$ cat src/rtl/scld_pkg.sv
// ----------------------------------------------------------------------------
// scld_pkg
// Shared types and constants of the serial command line decoder.
// ----------------------------------------------------------------------------
package scld_pkg;

  // Line store geometry
  localparam int unsigned LineMax   = 15;
  localparam int unsigned PosW      = $clog2(LineMax + 1);
  localparam int unsigned PrefixLen = 4;

  // Command texts, one row per command, checked in this order of priority
  localparam int unsigned NumCmd  = 7;
  localparam int unsigned IdxRpm  = 0;
  localparam int unsigned IdxSpd  = 1;
  localparam int unsigned IdxErr  = 2;
  localparam int unsigned IdxRbw  = 3;
  localparam int unsigned IdxClr  = 4;
  localparam int unsigned IdxBrt  = 5;
  localparam int unsigned IdxVib  = 6;

  localparam logic [7:0] CmdText [NumCmd][PrefixLen] = '{
    '{"R", "P", "M", ":"},
    '{"S", "P", "D", ":"},
    '{"E", 8'h00, 8'h00, 8'h00},
    '{"R", 8'h00, 8'h00, 8'h00},
    '{"C", "L", "R", 8'h00},
    '{"B", "R", "T", ":"},
    '{"V", "I", "B", ":"}
  };
  localparam logic [2:0] CmdLen [NumCmd] = '{3'd4, 3'd4, 3'd1, 3'd1, 3'd3, 3'd4, 3'd4};
  localparam logic [7:0] LedText [PrefixLen] = '{"L", "E", "D", ":"};

  // Character codes
  localparam logic [7:0] CharLf    = 8'd10;
  localparam logic [7:0] CharCr    = 8'd13;
  localparam logic [7:0] CharSpace = 8'd32;
  localparam logic [7:0] CharMax   = 8'd126;
  localparam logic [7:0] CharPlus  = "+";
  localparam logic [7:0] CharMinus = "-";
  localparam logic [7:0] CharZero  = "0";
  localparam logic [7:0] CharNine  = "9";

  // Register reset values
  localparam logic [15:0] TimeoutRst = 16'd5000;
  localparam logic [15:0] StartupRst = 16'd3000;
  localparam logic [7:0]  HapticRst  = 8'd51;
  localparam logic [7:0]  BrightRst  = 8'd255;

  localparam int unsigned OutDataW = 56;

  typedef enum logic [3:0] {
    CMD_NONE    = 4'd0,
    CMD_RPM     = 4'd1,
    CMD_SPD     = 4'd2,
    CMD_ERR     = 4'd3,
    CMD_RAINBOW = 4'd4,
    CMD_CLR     = 4'd5,
    CMD_BRT     = 4'd6,
    CMD_VIB     = 4'd7,
    CMD_UNKNOWN = 4'd8
  } cmd_kind_e;

  typedef enum logic [1:0] {
    CFG_TIMEOUT = 2'd0,
    CFG_STARTUP = 2'd1,
    CFG_HAPTIC  = 2'd2
  } cfg_idx_e;

  typedef enum logic {
    REQ_BYTE = 1'b0,
    REQ_TICK = 1'b1
  } req_type_e;

  typedef enum logic [2:0] {
    ST_IDLE,
    ST_PRIME,
    ST_SCAN,
    ST_APPLY,
    ST_EMIT
  } seq_state_e;

  typedef enum logic [1:0] {
    NUM_SPACE,
    NUM_DIGIT,
    NUM_DONE
  } num_state_e;

  typedef struct packed {
    logic clear;
    logic step;
  } parse_ctl_t;

  typedef struct packed {
    cmd_kind_e   kind;
    logic [15:0] value;
  } parse_res_t;

endpackage

$ cat src/rtl/scld_parser.sv
// ----------------------------------------------------------------------------
// scld_parser
// Character-serial command matcher and decimal number accumulator.
// ----------------------------------------------------------------------------
module scld_parser (
  input  logic                 clk_i,
  input  logic                 rst_ni,
  input  scld_pkg::parse_ctl_t ctl_i,
  input  logic [7:0]           char_i,
  output scld_pkg::parse_res_t res_o
);

  logic [2:0]                      apos_q, apos_d;
  logic                            led_q, led_d;
  logic [scld_pkg::PosW-1:0]       cpos_q, cpos_d;
  logic [scld_pkg::NumCmd-1:0]     alive_q, alive_d;
  scld_pkg::num_state_e            nst_q, nst_d;
  logic                            neg_q, neg_d;
  logic [15:0]                     num_q, num_d;

  logic                            is_digit;
  logic [3:0]                      digit;
  logic [15:0]                     num_x10;
  logic                            cmd_zone;

  assign is_digit = (char_i >= scld_pkg::CharZero) && (char_i <= scld_pkg::CharNine);
  assign digit    = 4'(char_i - scld_pkg::CharZero);
  // v*10 + d as two shifts and two adds, wrapping at 16 bits
  assign num_x10  = {num_q[12:0], 3'b000} + {num_q[14:0], 1'b0} + {12'd0, digit};
  assign cmd_zone = cpos_q < scld_pkg::PosW'(scld_pkg::PrefixLen);

  always_comb begin
    apos_d  = apos_q;
    led_d   = led_q;
    cpos_d  = cpos_q;
    alive_d = alive_q;
    nst_d   = nst_q;
    neg_d   = neg_q;
    num_d   = num_q;
    if (ctl_i.clear) begin
      apos_d  = '0;
      led_d   = 1'b1;
      cpos_d  = '0;
      alive_d = '1;
      nst_d   = scld_pkg::NUM_SPACE;
      neg_d   = 1'b0;
      num_d   = '0;
    end else if (ctl_i.step) begin
      cpos_d = cpos_q + 1'b1;
      if (cmd_zone) begin
        for (int i = 0; i < scld_pkg::NumCmd; i++) begin
          if (cpos_q < scld_pkg::PosW'(scld_pkg::CmdLen[i])) begin
            alive_d[i] = alive_q[i] && (char_i == scld_pkg::CmdText[i][cpos_q[1:0]]);
          end
        end
      end else begin
        case (nst_q)
          scld_pkg::NUM_SPACE: begin
            if (char_i == scld_pkg::CharSpace) begin
              nst_d = scld_pkg::NUM_SPACE;
            end else if (char_i == scld_pkg::CharPlus || char_i == scld_pkg::CharMinus) begin
              neg_d = (char_i == scld_pkg::CharMinus);
              nst_d = scld_pkg::NUM_DIGIT;
            end else if (is_digit) begin
              num_d = {12'd0, digit};
              nst_d = scld_pkg::NUM_DIGIT;
            end else begin
              nst_d = scld_pkg::NUM_DONE;
            end
          end
          scld_pkg::NUM_DIGIT: begin
            if (is_digit) begin
              num_d = num_x10;
            end else begin
              nst_d = scld_pkg::NUM_DONE;
            end
          end
          default: nst_d = scld_pkg::NUM_DONE;
        endcase
      end
      // "LED:" prefix: on its fourth char restart the command match and the number
      if (apos_q != 3'(scld_pkg::PrefixLen)) begin
        apos_d = apos_q + 1'b1;
        led_d  = led_q && (char_i == scld_pkg::LedText[apos_q[1:0]]);
        if (apos_q == 3'(scld_pkg::PrefixLen - 1) && led_d) begin
          cpos_d  = '0;
          alive_d = '1;
          nst_d   = scld_pkg::NUM_SPACE;
          neg_d   = 1'b0;
          num_d   = '0;
        end
      end
    end
  end

  always_ff @(posedge clk_i or negedge rst_ni) begin
    if (!rst_ni) begin
      apos_q  <= '0;
      led_q   <= 1'b1;
      cpos_q  <= '0;
      alive_q <= '1;
      nst_q   <= scld_pkg::NUM_SPACE;
      neg_q   <= 1'b0;
      num_q   <= '0;
    end else begin
      apos_q  <= apos_d;
      led_q   <= led_d;
      cpos_q  <= cpos_d;
      alive_q <= alive_d;
      nst_q   <= nst_d;
      neg_q   <= neg_d;
      num_q   <= num_d;
    end
  end

  // cpos_q is the line length after any "LED:" prefix once the whole line has been stepped
  function automatic logic pfx_ok(input logic alive, input logic [scld_pkg::PosW-1:0] len);
    return alive && (len >= scld_pkg::PosW'(scld_pkg::PrefixLen));
  endfunction

  always_comb begin
    res_o.value = neg_q ? 16'(16'd0 - num_q) : num_q;
    if (pfx_ok(alive_q[scld_pkg::IdxRpm], cpos_q)) begin
      res_o.kind = scld_pkg::CMD_RPM;
    end else if (pfx_ok(alive_q[scld_pkg::IdxSpd], cpos_q)) begin
      res_o.kind = scld_pkg::CMD_SPD;
    end else if (alive_q[scld_pkg::IdxErr] &&
                 cpos_q == scld_pkg::PosW'(scld_pkg::CmdLen[scld_pkg::IdxErr])) begin
      res_o.kind = scld_pkg::CMD_ERR;
    end else if (alive_q[scld_pkg::IdxRbw] &&
                 cpos_q == scld_pkg::PosW'(scld_pkg::CmdLen[scld_pkg::IdxRbw])) begin
      res_o.kind = scld_pkg::CMD_RAINBOW;
    end else if (alive_q[scld_pkg::IdxClr] &&
                 cpos_q == scld_pkg::PosW'(scld_pkg::CmdLen[scld_pkg::IdxClr])) begin
      res_o.kind = scld_pkg::CMD_CLR;
    end else if (pfx_ok(alive_q[scld_pkg::IdxBrt], cpos_q)) begin
      res_o.kind = scld_pkg::CMD_BRT;
    end else if (pfx_ok(alive_q[scld_pkg::IdxVib], cpos_q)) begin
      res_o.kind = scld_pkg::CMD_VIB;
    end else begin
      res_o.kind = scld_pkg::CMD_UNKNOWN;
    end
  end

endmodule

$ cat src/rtl/serial_command_line_decoder.sv
// ----------------------------------------------------------------------------
// serial_command_line_decoder
// Collects serial bytes into a command line, decodes it and keeps the display
// and haptic settings; millisecond ticks drive timeout and pulse timers.
// ----------------------------------------------------------------------------
// Each input item is a received byte (tuser = 0) or a one millisecond tick
// (tuser = 1) and gives exactly one result item carrying the held settings.
// One item is handled at a time: a tick or a byte that ends no line is first
// updated, then loaded into the output register; a CR or LF that closes a
// line of stored characters passes through prime, scan, apply and emit, since
// the line store is read one character per cycle through its registered read
// port and fed to a single character-serial matcher and shift-add number
// accumulator. Input is not taken again until the result is in the output
// register, so a stalled output holds the block after one item.
// Configuration: index 0 timeout ticks, 1 start-up wait ticks, 2 haptic level;
// other indexes are ignored. Write only while idle.
module serial_command_line_decoder (
  input  logic        clk_i,
  input  logic        rst_ni,
  // input items
  input  logic        s_axis_tvalid,
  output logic        s_axis_tready,
  input  logic [7:0]  s_axis_tdata,   // [7:0] rx_byte
  input  logic        s_axis_tuser,   // [0] req_type
  // result items
  output logic        m_axis_tvalid,
  input  logic        m_axis_tready,
  output logic [55:0] m_axis_tdata,   // [15:0] rpm_value, [31:16] speed_value,
                                      // [32] error_mode, [33] rainbow_mode,
                                      // [41:34] brightness, [49:42] haptic_drive,
                                      // [50] timed_out, [55:51] zero
  output logic [3:0]  m_axis_tuser,   // [3:0] cmd_kind
  // configuration writes
  input  logic        cfg_we_i,
  input  logic [1:0]  cfg_idx_i,
  input  logic [15:0] cfg_data_i
);

  localparam int unsigned PosW = scld_pkg::PosW;

  scld_pkg::seq_state_e state_q, state_d;

  // config registers
  logic [15:0] timeout_q, startup_q;
  logic [7:0]  hlevel_q;

  // line store
  logic [7:0]      line_mem [scld_pkg::LineMax + 1];
  logic [PosW-1:0] line_len_q, line_len_d;
  logic [PosW-1:0] pos_q, pos_d;
  logic [PosW-1:0] rd_addr;
  logic [7:0]      rd_data_q;
  logic            mem_we;

  // held settings
  logic [15:0] rpm_q, rpm_d, speed_q, speed_d;
  logic        err_q, err_d, rb_q, rb_d;
  logic [7:0]  bright_q, bright_d;
  logic        hap_on_q, hap_on_d;
  logic [15:0] hap_left_q, hap_left_d;
  logic [15:0] idle_q, idle_d, up_q, up_d;
  scld_pkg::cmd_kind_e kind_q, kind_d;
  logic        fired_q, fired_d;

  // output register
  logic                            out_valid_q, out_valid_d;
  logic [scld_pkg::OutDataW-1:0]   out_data_q, out_data_d;
  logic [3:0]                      out_user_q, out_user_d;

  scld_pkg::parse_ctl_t pctl;
  scld_pkg::parse_res_t pres;

  logic        accept, is_tick, is_term, is_print, out_free, last_char;
  logic [15:0] idle_inc, up_inc;

  assign s_axis_tready = (state_q == scld_pkg::ST_IDLE);
  assign accept    = s_axis_tvalid && s_axis_tready;
  assign is_tick   = (s_axis_tuser == scld_pkg::REQ_TICK);
  assign is_term   = (s_axis_tdata == scld_pkg::CharLf) || (s_axis_tdata == scld_pkg::CharCr);
  assign is_print  = s_axis_tdata inside {[scld_pkg::CharSpace:scld_pkg::CharMax]};
  assign out_free  = !out_valid_q || m_axis_tready;
  assign last_char = (pos_q == PosW'(line_len_q - 1'b1));
  assign idle_inc  = (idle_q == 16'hFFFF) ? idle_q : idle_q + 16'd1;
  assign up_inc    = (up_q == 16'hFFFF) ? up_q : up_q + 16'd1;

  scld_parser u_parser (
    .clk_i  (clk_i),
    .rst_ni (rst_ni),
    .ctl_i  (pctl),
    .char_i (rd_data_q),
    .res_o  (pres)
  );

  // sequencer next state
  always_comb begin
    state_d = state_q;
    case (state_q)
      scld_pkg::ST_IDLE: begin
        if (accept) begin
          if (!is_tick && is_term && line_len_q != '0) state_d = scld_pkg::ST_PRIME;
          else                                         state_d = scld_pkg::ST_EMIT;
        end
      end
      scld_pkg::ST_PRIME: state_d = scld_pkg::ST_SCAN;
      scld_pkg::ST_SCAN:  if (last_char) state_d = scld_pkg::ST_APPLY;
      scld_pkg::ST_APPLY: state_d = scld_pkg::ST_EMIT;
      scld_pkg::ST_EMIT:  if (out_free) state_d = scld_pkg::ST_IDLE;
      default:            state_d = scld_pkg::ST_IDLE;
    endcase
  end

  // sequencer outputs and datapath updates
  always_comb begin
    line_len_d  = line_len_q;
    pos_d       = pos_q;
    rd_addr     = '0;
    mem_we      = 1'b0;
    rpm_d       = rpm_q;
    speed_d     = speed_q;
    err_d       = err_q;
    rb_d        = rb_q;
    bright_d    = bright_q;
    hap_on_d    = hap_on_q;
    hap_left_d  = hap_left_q;
    idle_d      = idle_q;
    up_d        = up_q;
    kind_d      = kind_q;
    fired_d     = fired_q;
    pctl        = '0;
    out_data_d  = out_data_q;
    out_user_d  = out_user_q;
    out_valid_d = out_valid_q && !m_axis_tready;
    case (state_q)
      scld_pkg::ST_IDLE: begin
        if (accept) begin
          kind_d  = scld_pkg::CMD_NONE;
          fired_d = 1'b0;
          if (!is_tick) begin
            idle_d = '0;
            if (!is_term && is_print && line_len_q < PosW'(scld_pkg::LineMax)) begin
              mem_we     = 1'b1;
              line_len_d = line_len_q + 1'b1;
            end
          end else begin
            up_d   = up_inc;
            idle_d = idle_inc;
            if (!err_q && idle_inc > timeout_q && up_inc > startup_q) begin
              err_d   = 1'b1;
              rb_d    = 1'b0;
              fired_d = 1'b1;
            end
            if (hap_on_q) begin
              if (hap_left_q != '0) hap_left_d = hap_left_q - 16'd1;
              if (hap_left_q <= 16'd1) hap_on_d = 1'b0;
            end
          end
        end
      end
      scld_pkg::ST_PRIME: begin
        pctl.clear = 1'b1;
        pos_d      = '0;
        rd_addr    = '0;
      end
      scld_pkg::ST_SCAN: begin
        pctl.step = 1'b1;
        pos_d     = pos_q + 1'b1;
        rd_addr   = pos_q + 1'b1;
      end
      scld_pkg::ST_APPLY: begin
        kind_d     = pres.kind;
        line_len_d = '0;
        case (pres.kind)
          scld_pkg::CMD_RPM: begin
            rpm_d = pres.value;
            err_d = 1'b0;
            rb_d  = 1'b0;
          end
          scld_pkg::CMD_SPD: speed_d = pres.value;
          scld_pkg::CMD_ERR: begin
            err_d = 1'b1;
            rb_d  = 1'b0;
          end
          scld_pkg::CMD_RAINBOW: begin
            err_d = 1'b1;
            rb_d  = 1'b1;
          end
          scld_pkg::CMD_CLR: begin
            rpm_d   = '0;
            speed_d = '0;
            err_d   = 1'b0;
            rb_d    = 1'b0;
          end
          scld_pkg::CMD_BRT: bright_d = pres.value[7:0];
          scld_pkg::CMD_VIB: begin
            hap_left_d = pres.value;
            hap_on_d   = (pres.value != '0);
          end
          default: ;
        endcase
      end
      scld_pkg::ST_EMIT: begin
        if (out_free) begin
          out_valid_d = 1'b1;
          out_data_d  = {5'd0, fired_q, (hap_on_q ? hlevel_q : 8'd0), bright_q,
                         rb_q, err_q, speed_q, rpm_q};
          out_user_d  = kind_q;
        end
      end
      default: ;
    endcase
  end

  always_ff @(posedge clk_i or negedge rst_ni) begin
    if (!rst_ni) begin
      state_q     <= scld_pkg::ST_IDLE;
      line_len_q  <= '0;
      pos_q       <= '0;
      rpm_q       <= '0;
      speed_q     <= '0;
      err_q       <= 1'b0;
      rb_q        <= 1'b0;
      bright_q    <= scld_pkg::BrightRst;
      hap_on_q    <= 1'b0;
      hap_left_q  <= '0;
      idle_q      <= '0;
      up_q        <= '0;
      kind_q      <= scld_pkg::CMD_NONE;
      fired_q     <= 1'b0;
      out_valid_q <= 1'b0;
    end else begin
      state_q     <= state_d;
      line_len_q  <= line_len_d;
      pos_q       <= pos_d;
      rpm_q       <= rpm_d;
      speed_q     <= speed_d;
      err_q       <= err_d;
      rb_q        <= rb_d;
      bright_q    <= bright_d;
      hap_on_q    <= hap_on_d;
      hap_left_q  <= hap_left_d;
      idle_q      <= idle_d;
      up_q        <= up_d;
      kind_q      <= kind_d;
      fired_q     <= fired_d;
      out_valid_q <= out_valid_d;
    end
  end

  // output payload
  always_ff @(posedge clk_i) begin
    out_data_q <= out_data_d;
    out_user_q <= out_user_d;
  end

  // line store: one write port, registered read
  always_ff @(posedge clk_i) begin
    if (mem_we) line_mem[line_len_q] <= s_axis_tdata;
    rd_data_q <= line_mem[rd_addr];
  end

  // config registers
  always_ff @(posedge clk_i or negedge rst_ni) begin
    if (!rst_ni) begin
      timeout_q <= scld_pkg::TimeoutRst;
      startup_q <= scld_pkg::StartupRst;
      hlevel_q  <= scld_pkg::HapticRst;
    end else if (cfg_we_i) begin
      case (cfg_idx_i)
        scld_pkg::CFG_TIMEOUT: timeout_q <= cfg_data_i;
        scld_pkg::CFG_STARTUP: startup_q <= cfg_data_i;
        scld_pkg::CFG_HAPTIC:  hlevel_q  <= cfg_data_i[7:0];
        default: ;
      endcase
    end
  end

  assign m_axis_tvalid = out_valid_q;
  assign m_axis_tdata  = out_data_q;
  assign m_axis_tuser  = out_user_q;

  // scan only runs over a non-empty line
  a_scan_has_line: assert property (@(posedge clk_i) disable iff (!rst_ni)
    (state_q == scld_pkg::ST_SCAN) |-> (line_len_q != '0))
    else $error("line scan with empty line store");

  // a running pulse always has ticks left
  a_pulse_left: assert property (@(posedge clk_i) disable iff (!rst_ni)
    hap_on_q |-> (hap_left_q != '0))
    else $error("haptic pulse active with zero ticks left");

  // rainbow is a variant of error mode
  a_rainbow_in_error: assert property (@(posedge clk_i) disable iff (!rst_ni)
    rb_q |-> err_q)
    else $error("rainbow mode without error mode");

  // an accepted item always leaves idle
  a_accept_busy: assert property (@(posedge clk_i) disable iff (!rst_ni)
    (s_axis_tvalid && s_axis_tready) |=> (state_q != scld_pkg::ST_IDLE))
    else $error("sequencer stayed idle after accepting an item");

endmodule
$ cat config.mk
export PLATFORM = sky130hd
export DESIGN_NAME = serial_command_line_decoder
export DESIGN_NICKNAME = d
export VERILOG_FILES = /design/src/rtl/scld_pkg.sv /design/src/rtl/scld_parser.sv /design/src/rtl/serial_command_line_decoder.sv
export SDC_FILE = /design/constraint.sdc
export NUM_CORES = 1
export LEC_CHECK = 0
export CAP_MARGIN = 20
export CORE_MARGIN = 2
export CORE_UTILIZATION = 56
export CTS_BUF_LIST = sky130_fd_sc_hd__clkbuf_2
export CTS_CLUSTER_DIAMETER = 40
export DETAILED_ROUTE_END_ITERATION = 8
export DONT_BUFFER_PORTS = 1
export GPL_TIMING_DRIVEN = 0
export PLACE_DENSITY = 0.85
export SETUP_SLACK_MARGIN = 0.5
export SLEW_MARGIN = 20
export SYNTH_ARGS = -nofsm -noshare
export SYNTH_HDL_FRONTEND = slang
export SYNTH_SLANG_ARGS = --single-unit
$ cat constraint.sdc
create_clock -name clk_i -period 3.6 [get_ports clk_i]
set_input_delay 0.72 -clock clk_i [delete_from_list [all_inputs] [get_ports clk_i]]
set_output_delay 0.72 -clock clk_i [all_outputs]
set_load 0.03 [all_outputs]
After elaboration in Yosys (flattened, before gate mapping)
Memories as Yosys holds them, arrays and structs flattened. A register that Yosys moved wholly into a read port is not among the register bits. Cells that the tools add are included.

Memories kept: 1. Flip-flop bits (word level): 237. Input port bits: 32. RAM bits: 128. Output and inout port bits: 62.

Memories: line_mem (words 16, bits a word 8, rd ports 1, clocked after Yosys merged registers in 1, write ports 1, RTL line serial_command_line_decoder.sv:48) `logic [7:0] line_mem [scld_pkg::LineMax + 1];`.

$lt $le $gt $ge: 14. Bitwise gates (word level): 2. Equal/unequal tests: 46. Multiplexer cells: 130. Reductions and logical operators: 66. Add/subtract/negate cells: 12.

Operator list (number): 2-to-1 mux 16 bit (18); binary-select mux 8 bit (select 2 bit) (8); 2-to-1 mux 8 bit (16); one-hot mux 16 bit (2 select lines) (4); equality test 8 bit (8); 2-to-1 mux 4 bit (16); 2-to-1 mux 1 bit (37); 2-to-1 mux 7 bit (5); adder 16 x 1 -> 16 bit (second input constant) (2); equality test 16 bit (second input constant) (2); greater-than comparator 16 bit (2); nonzero test 16 bit (2); logical AND 1 bit (26); equality test 8 x 6 -> 1 bit (second input constant) (3); one-hot mux 4 bit (2 select lines) (3); 2-to-1 mux 3 bit (7); AND reduction 2 bit (10); 2-to-1 mux 2 bit (9); adder 16 bit (1); adder 16 x 4 -> 16 bit (1); equality test 4 x 3 -> 1 bit (second input constant) (4); equality test 8 x 4 -> 1 bit (second input constant) (2); greater-or-equal comparator 8 x 6 -> 1 bit (second input constant) (2); less-or-equal comparator 16 x 1 -> 1 bit (second input constant) (1); 41 further kinds (81).

Longest topological paths before layout
Gate-level depths: netlist of run 1.

Word-level depth: 13. Depth in mapped cells: 16.

Cells and area by module
From an unflattened synthesis of run 1, not the netlist that was laid out.

Cell total of the unflattened synthesis: 1613. Area total of the unflattened synthesis: 18292.5 sq um.

By module, submodules not included: serial_command_line_decoder (area an instance 14986.9 sq um, seq. area each 9389.0 sq um, instances 1, cells an instance 1227); scld_parser (area an instance 3305.7 sq um, seq. area each 860.8 sq um, instances 1, cells an instance 386).

Worst setup path before layout of run 1
OpenSTA, ideal clock, no wires.

Kind: register to register. Start: reg up_q[0]. End: reg rb_q. Path slack: 8 ps. Clock period less this slack: 3592 ps. Setup time: 65 ps. Arrival: 3527 ps. Buffers on the path: 1. Required time: 3535 ps. Cell stages (with the launch flop): 16. Cell sequence: dfrtp_1 > ha_1 > and3_1 > and2_1 > nand3_1 > clkbuf_1 > nand4_1 > nor2_1 > xnor2_1 > ha_1 > nand2_1 > or4_1 > o221a_2 > nand3b_1 > a221oi_1 > o22a_1.

Word-level cells in the longest chain between the ends: 6.

RTL lines: start: declaration (RTL line serial_command_line_decoder.sv:61) `logic [15:0] idle_q, idle_d, up_q, up_d;`; start signal: assignment (RTL line serial_command_line_decoder.sv:242) `up_q <= up_d;`; adder 16 x 1 -> 16 bit / equality test 16 bit (equally long branches) (RTL line serial_command_line_decoder.sv:84) `assign up_inc = (up_q == 16'hFFFF) ? up_q : up_q + 16'd1;`; 2-to-1 mux 16 bit (*) (RTL line serial_command_line_decoder.sv:84); net up_inc[11] (RTL line serial_command_line_decoder.sv:74) `logic [15:0] idle_inc, up_inc;`; greater-than comparator 16 bit (*) (RTL line serial_command_line_decoder.sv:147) `if (!err_q && idle_inc > timeout_q && up_inc > startup_q) begin`; logical AND 1 bit (*) (RTL line serial_command_line_decoder.sv:147); inequality test 2 x 1 -> 1 bit (no line) (*); AND reduction 5 bit (no line) (*); end signal: assignment (RTL line serial_command_line_decoder.sv:237) `rb_q <= rb_d;`; end: declaration (RTL line serial_command_line_decoder.sv:57) `logic err_q, err_d, rb_q, rb_d;`.

Mark *: on every way through the listed nets, which the timed path passes. The rest lies on a longest branch. A chain may end at the register's enable or synchronous reset.

Final worst setup path of run 1
Start: reg up_q[1]. End: reg rb_q.

Same word-level chain as after synthesis.

==> reports/metrics.yaml, run 1 <==
total_power_mw: 9.83
drt-total-wl_mm: 42.8
htree_levels: 3
vias_per_cell: 5.99
dr.first_iter.drc_count: 1381
timing.rr.end: "rb_q"
yosysUniqueCellTypes: 86
finalCritPeriodShare_pct: 95.9
sequentialPowerShare_pct: 54.6
synthCells: 1625
yosysTopAreaCell: "edfxtp_1"
cts.path.max_buffers: 3
die_w_um: 184
cts_buffers: 92
num-fill-cells: 2321
io_pins: 94
gp_congestion: 0.913
p_switching_mw: 3.08
swShare_pct: 31.3
ys_top_cells_by_area: "edfxtp_1 (30%), dfrtp_1 (21%), ha_1 (5.4%)"
preCtsSetupSlack_ns: -0.297
cts_tree: "done"
slew_viol_final: 0
initial_core_util_pct: 57.3
clk_pin_slew_ns: 0.12
worst_pin_slew_ns: 0.923
root_buffer: "clkbuf_2"
startpoint_type: "flip-flop"
leakagePower_nw: 8.51
worstRegToRegCells: 15
fmax_mhz: 290
dpl.hpwl_mm: 28.2
cp.required_ns: 4.53
maxCapViolCount: 0
rsz0062_at_grt: "true"
critPathCaptureType: "flip-flop"
drc: 0
hold_class: "in -> async"
fin_util_pct: 64.1
yosys.area_share.adder_pct: 5.59
r2r_start: "up_q[1]"
portBuffers: 0
fin_crit_ns: 3.45
synth_xor_area_share_pct: 4.20
ys_ff_latch: 373
slew_headroom_pct: 38.3
rows: 65
vias: 13500
synthArstFlopShare_pct: 48.8
worstPathArrival_ns: 4.38
dieArea_um2: 33900
finalHoldWorstSlack_ns: -0.588
die_y_um: 184
ant_nets: 0
synth_edf_count: 183
core_area_um2: 31700
synth_common_cells: "nand2_1 (241), edfxtp_1 (183), dfrtp_1 (150)"
yosysSeqAreaShare_pct: 56.4
areaGrowthSynthToFinish_pct: 12.0
track_usage_pct: 25.6
synth-compound-area-share_pct: 11.5
clock_latency_ns: 1.00
syn_area_per_cell_um2: 11.2
muxShareOfSynthArea_pct: 4.40
first_global_vias: 13400
combinationalPowerShare_pct: 16.5
synth-simple-area-share_pct: 14.4
firstDrtPassIters: 8
synth_top_family_by_area: "simple AND/OR/NAND/NOR gates"
synth_area_um2: 18200
yosysMostFrequentCell: "nand2_1"
reg2reg_slack_ns: 0.15
clock_power_share_pct: 28.9
setup_slack_ns: 0.149
intPower_mw: 6.75
grt_pass1_wl_mm: 68.2
final_layout_size_suffix_gt1_share_pct: 19.1
clock_skew_ns: 0.119
cts.hold.buffers_added: 28
setup_viol: 0
violations: "negative hold slack"
ir_drop_uv: 434
grt_max_degree: 183
status: "complete, but fails checks"
synth_top_area_share_pct: 30.3
grt_antenna_before_repair: 3
wl_per_cell_um: 18.9
crit_type: "reg -> reg"
nets: 1897
final-hold-violation-count: 182
clock_sinks: 373
cp_max_fo: 4
grt_overflow: 0
yosysWarnings: 0
power_density_nw_per_um2: 483
ys.flop_type: "edfxtp_1"
logic make-up after synthesis:
| logic type | Yosys count |
|---|---|
| AOI/OAI and AO/OA | 317 |
| xor gates and xnor gates | 87 |
| adders and majority gates | 80 |
| buffers and inverters | 148 |
| DFF | 373 |
| muxes | 64 |
| other | 1 |
| and+or+nand+nor | 555 |
worst max path at each step:
stage,startpoint,to,slack [ns],depth (start not counted)
global route,up_q[1],rb_q,-0.01,15
global placement,idle_q[5],rb_q,-0.21,16
detailed placement,idle_q[5],rb_q,-0.30,16
CTS,up_q[0],rb_q,0.24,15
finish,up_q[1],rb_q,0.15,15
floorplan,up_q[0],rb_q,0.33,14
what timing repair did:
action / 4_1_cts / 5_1_grt
pin swaps: 19 / 13
hold endpoints to repair: 360 / 182
gates resized for setup: 44 / 23
endpoints found under the setup margin: 110 / 31
gates cloned: 0 / 0
setup buffers: 20 / 6
routing by layer:
layer | track usage (%) | share of wire (%) | vias to the layer above
met4 | 11.5 | 3.3 | 2
li1 | - | - | 6259
met2 | 42.8 | 49 | 567
met3 | 5.89 | 7.3 | 130
met5 | 0 | 0.030 | -
met1 | 31.9 | 40 | 6587
power groups by stage:
stage | registers [mW] | clock network (mW) | logic, mW
3_5_place_dp | 5.45 | 0 | 1.39
4_1_cts | 5.35 | 2.90 | 1.54
2_1_floorplan | 5.37 | 0 | 1.10
5_1_grt | 5.41 | 3.13 | 1.80
6_report | 5.36 | 2.84 | 1.63
3_3_place_gp | 5.43 | 0 | 1.30
registers in the layout, indices dropped and copies added (netlist names), 16 cells and up:
register	flops
startup_q	16
up_q	16
timeout_q	16
speed_q	16
line_mem	128
hap_left_q	16
rpm_q	16
m_axis_tdata	51
u_parser.num_q	16
idle_q	16
cell type report:
class / count / area [um^2] / share of cell area (%)
diodes: 2 / 5.00 / 0.0246
plain buffers: 83 / 405 / 1.99
clock buffers: 135 / 676 / 3.32
clock inverters: 33 / 199 / 0.978
inverters: 65 / 251 / 1.24
multi-input cells: 1116 / 7570 / 37.2
flip-flops and latches: 373 / 10300 / 50.4
well taps: 402 / 503 / 2.47
repair buffers: 54 / 475 / 2.34
metrics by stage:
| step | setup TNS (ns) | std cells | instance area (um^2) |
|---|---|---|---|
| floorplan | 0 | 1637 | 18300 |
| global placement | -0.266 | 2039 | 18800 |
| detailed placement | -0.439 | 2039 | 18800 |
| CTS | 0 | 2255 | 20200 |
| global route | -0.0148 | 2263 | 20300 |
| finish | 0 | 2263 | 20300 |
worst max-delay path: stages (launching register included):
cell and delay [ns]:
dfrtp_2 0.45, ha_4 0.18, and3_4 0.17, and2_4 0.16
nand3_4 0.08, buf_8 0.10, nand4_1 0.12, buf_4 0.18
xnor2_1 0.12, ha_1 0.33, nand2_2 0.08, or4_4 0.56
o221a_4 0.28, nand3b_1 0.19, a221oi_2 0.23, o22a_1 0.15
layout by cell type, fill, tap and decap left out, drive strengths merged, types with 9 or more instances in the layout:
master / count
nor2: 84
o221ai: 16
mux2: 47
a22o: 21
a31oi: 17
mux2i: 9
nand2: 242
nand2b: 9
a311oi: 9
dfstp: 32
edfxtp: 183
and3: 23
dfrtp: 150
dlygate4sd3: 28
nor3: 34
xnor2: 48
o21ai: 96
ha: 78
nand4: 18
nand3: 66
buf: 53
nand3b: 11
inv: 64
xor2: 39
clkinv: 28
a21oi: 57
o31ai: 14
a211oi: 15
conb: 13
clkbuf: 191
and2: 16
No activity file was read; power rests on OpenSTA's default activity.
==> inputs of run 2 (changes only) <==
PLACE_DENSITY = 0.74   (was 0.85)
==> reports/metrics.yaml, run 2 (synthesized netlist as in run 1, its figures left out) <==
cts_buffers: 94
crit_family: "simple AND/OR/NAND/NOR gates"
finalCritPeriodShare_pct: 95.6
final_cell_mix: "nand2_1 (238), edfxtp_1 (183), clkbuf_2 (160)"
gp_congestion: 0.894
fin_cells: 2277
die_y_um: 184
htree_levels: 3
setup_tns_ns: 0
clock_skew_ns: 0.0744
wl_per_cell_um: 18.7
critPathCaptureType: "flip-flop"
ant_nets: 0
setup_viol: 0
areaGrowthSynthToFinish_pct: 12.8
final-hold-violation-count: 182
reg2reg_slack_ns: 0.16
grt_pass1_wl_mm: 68.6
violations: "negative hold slack"
worstPathArrival_ns: 4.34
clock_latency_ns: 0.96
cp_max_fo: 4
fin_crit_ns: 3.44
endpoint: "rb_q"
timing.rr.end: "rb_q"
root_buffer: "clkbuf_2"
r2r_start: "up_q[1]"
critPathMaxStageDelay_ns: 0.55
cts.path.max_buffers: 3
portBuffers: 0
rows: 65
slew_viol_final: 0
critPathLaunch: "up_q[1]"
first_global_vias: 13300
grt_overflow: 0
dpl.hpwl_mm: 28.2
die_w_um: 184
grt_max_degree: 183
path_cells: "ha_4 > and3_4 > and2_4 > nand3_4 > buf_8 > nand4_1 > nor2_2 > xnor2_2 > ha_1 > nand2_2 > or4_4 > o221a_4 > nand3b_1 > a221oi_2 > o22a_1"
dr.first_iter.drc_count: 971
power_density_nw_per_um2: 480
vias: 13400
status: "complete, but fails checks"
grt_antenna_before_repair: 2
track_usage_pct: 25.7
nets: 1907
leakagePower_nw: 8.63
hold_class: "in -> async"
startpoint_type: "flip-flop"
firstDrtPassIters: 5
finalHoldWorstSlack_ns: -0.560
cpMaxStageDelayCell: "or4_4"
fin_util_pct: 64.6
clock_sinks: 373
clk_pin_slew_ns: 0.12
worstRegToRegCells: 15
drc: 0
drt-total-wl_mm: 42.5
cp.required_ns: 4.50
crit_type: "reg -> reg"
fmax_mhz: 291
core_area_um2: 31700
cts.hold.buffers_added: 26
final_area_um2: 20500
vias_per_cell: 5.87
critPathBufInv: 1
placed_cells: 2040
final_common_cell: "nand2_1"
io_pins: 94
initial_core_util_pct: 57.3
ir_drop_uv: 342
placed_cell_area_um2: 18800
slew_headroom_pct: 45.9
maxCapViolCount: 0
cts_tree: "done"
regMostFlops: "line_mem"
rsz0062_at_grt: "true"
final_layout_size_suffix_gt1_share_pct: 20.7
largest_reg_flops: 128
dieArea_um2: 33900
path_depth: 15
total_power_mw: 9.84
worst_pin_slew_ns: 0.809
run 2: through the flow:
| stage | setup WS, ns | hold slack [ns] |
|---|---|---|
| final | 0.160 | -0.560 |
| after global placement | -0.205 | 0.423 |
| after floorplan | 0.334 | 0.419 |
| after global routing | -0.0100 | -0.680 |
| after CTS | 0.205 | -0.669 |
| after detailed placement | -0.242 | 0.428 |
run 2: report_power, final:
group	switching, mW	internal [mW]	leakage (nW)	total [mW]
logic	0.919	0.689	3.87	1.61
registers	0.442	4.92	4.08	5.36
clock network	1.68	1.19	0.685	2.87
total	3.04	6.79	8.63	9.84
run 2: worst min path at each step:
stage | to | slack, ns | depth (start not counted)
2_1_floorplan | err_q | 0.42 | 0
3_5_place_dp | up_q[6] | 0.43 | 0
4_1_cts | startup_q[14] | -0.67 | 0
3_3_place_gp | m_axis_tdata[11] | 0.42 | 0
5_1_grt | up_q[12] | -0.68 | 0
6_report | up_q[12] | -0.56 | 0
run 2: area by class of cell:
cell class,instances,area (um^2)
clock buffer,154,771
sequential,373,10300
timing repair buffer,62,558
inverter,65,251
tap,402,503
multi-input combinational,1116,7600
clock inverter,17,103
buffer,83,425
fill,2478,11200
antenna,5,12.5
run 2: timing repair:
action	CTS	global route
endpoints found under the hold margin	359	182
resized for setup	55	24
setup buffers	23	12
endpoints found under the setup margin	77	33
pin swaps	21	17
run 2: routing by layer:
layer / part of all wire (%) / wire, um / vias to the layer above / GRT usage [%]
li1: - / - / 6297 / -
met1: 43 / 18200 / 6517 / 33.7
met2: 48 / 20200 / 487 / 41.1
met3: 7.6 / 3210 / 73 / 6.66
met4: 2.2 / 915 / 0 / 10.1
met5: 0 / 0 / - / 0
==> inputs of run 3 (changes only) <==
CORE_MARGIN = default   (was 2)
CORE_UTILIZATION = 45   (was 56)
PLACE_DENSITY = default   (was 0.74)
==> reports/metrics.yaml, run 3 (synthesized netlist as in run 1, its figures left out) <==
vias_per_cell: 5.47
reg2reg_slack_ns: 0.16
rows: 73
final_cell_mix: "nand2_1 (238), edfxtp_1 (183), clkbuf_2 (145), dfrtp_1 (145), o21ai_0 (92)"
ir_drop_uv: 269
fmax_mhz: 290
violations: "negative hold slack"
total_power_mw: 9.93
slew_headroom_pct: 40.5
fin_cells: 2410
slew_viol_final: 0
wl_per_cell_um: 18.7
final-hold-violation-count: 182
drc: 0
cp_max_fo: 4
rsz0062_at_grt: "true"
drt-total-wl_mm: 45.0
clock_skew_ns: 0.113
finalCritPeriodShare_pct: 95.6
clk_pin_slew_ns: 0.11
core_area_um2: 39700
critPathCaptureType: "flip-flop"
clock_power_share_pct: 30.0
worstPathArrival_ns: 4.42
leakagePower_nw: 8.62
swShare_pct: 31.7
r2r_start: "up_q[1]"
clock_sinks: 373
initial_core_util_pct: 45.7
preCtsSetupSlack_ns: -0.342
cp.required_ns: 4.58
final_area_um2: 20700
final_common_cell: "nand2_1"
grt_antenna_before_repair: 4
placed_cell_area_um2: 18900
firstDrtPassIters: 5
clock_latency_ns: 1.08
gp_congestion: 0.836
crit_type: "reg -> reg"
timing.rr.end: "rb_q"
cts.hold.buffers_added: 28
setup_slack_ns: 0.157
startpoint_type: "flip-flop"
num-fill-cells: 3667
worstRegToRegCells: 15
fin_crit_ns: 3.44
die_w_um: 203
dpl.hpwl_mm: 30.1
grt_pass1_wl_mm: 71.2
first_global_vias: 13200
maxCapViolCount: 0
placed_cells: 2163
io_pins: 94
dr.first_iter.drc_count: 768
regMostFlops: "line_mem"
track_usage_pct: 22.2
grt_overflow: 0
vias: 13200
cts_tree: "done"
ant_nets: 0
cts_buffers: 96
root_buffer: "clkbuf_2"
setup_viol: 0
cts.path.max_buffers: 3
dieArea_um2: 41200
sequentialPowerShare_pct: 53.9
intPower_mw: 6.78
areaGrowthSynthToFinish_pct: 14.0
finalHoldWorstSlack_ns: -0.671
p_switching_mw: 3.15
hold_class: "in -> async"
combinationalPowerShare_pct: 16.1
final_layout_size_suffix_gt1_share_pct: 20.4
worst_pin_slew_ns: 0.889
fin_util_pct: 52.1
htree_levels: 3
power_density_nw_per_um2: 480
die_y_um: 203
grt_max_degree: 183
status: "complete, but fails checks"
nets: 1912
largest_reg_flops: 128
portBuffers: 0
run 3: cell count changes in the layout (fill, tap and decap cells not counted), sizes merged:
cell,previous run,this run
clkinv,10,36
clkinvlp,5,3
bufinv,1,2
buf,66,64
inv,66,65
clkbuf,207,194
dlygate4sd3,26,28
diode,5,4
run 3: area by class of cell:
type | instances | area (um^2) | area share (%)
clock buffers | 138 | 691 | 3.34
inverters | 65 | 248 | 1.20
clock inverters | 41 | 224 | 1.08
diodes | 4 | 10.0 | 0.0483
repair buffers | 65 | 574 | 2.77
multi-input cells | 1116 | 7620 | 36.8
flip-flops and latches | 373 | 10300 | 49.5
plain buffers | 83 | 429 | 2.07
well taps | 525 | 657 | 3.17
run 3: critical path, stage by stage (launching register included):
cell and delay [ns]:
dfrtp_2 0.44, ha_4 0.17, and3_4 0.16, and2_4 0.17, nand3_4 0.09, buf_8 0.10
nand4_1 0.16, buf_4 0.20, xnor2_1 0.13, ha_1 0.30, nand2_1 0.09, or4_4 0.51
o221a_4 0.29, nand3b_1 0.19, a221oi_2 0.26, o22a_1 0.14
run 3: worst max-delay path by stage:
stage	start	slack, ns	to	cells after the start
floorplan	up_q[0]	0.33	rb_q	14
global placement	idle_q[5]	-0.29	rb_q	16
detailed placement	idle_q[5]	-0.34	rb_q	16
CTS	up_q[0]	0.20	err_q	15
global route	up_q[2]	0.02	err_q	15
finish	up_q[1]	0.16	rb_q	15
run 3: power groups by stage:
stage               clock [mW]  combinational, mW  sequential, mW
floorplan                    0               1.10            5.37
global route              3.31               1.80            5.40
finish                    2.98               1.60            5.35
detailed placement           0               1.42            5.45
global placement             0               1.36            5.45
CTS                       3.10               1.58            5.34
run 3: per-layer routing:
layer	part of all wire [%]	vias up	wire length, um	global-route usage (%)
met2	46	353	20700	34.3
met3	5.7	90	2550	5.20
met5	0.024	-	11	0
met1	46	6413	20600	30.2
met4	2.6	2	1150	8.62
li1	-	6313	-	-
run 3: repair_timing:
item	in CTS	in global routing
pin swaps	22	15
resized for setup	60	28
buffers inserted	26	10
setup endpoints to repair	81	54
hold endpoints to repair	364	182
run 3: stage by stage:
stage / hold slack, ns / setup TNS, ns
2_1_floorplan: 0.419 / 0
3_3_place_gp: 0.429 / -0.456
3_5_place_dp: 0.429 / -0.599
4_1_cts: -0.835 / 0
5_1_grt: -0.800 / 0
6_report: -0.671 / 0
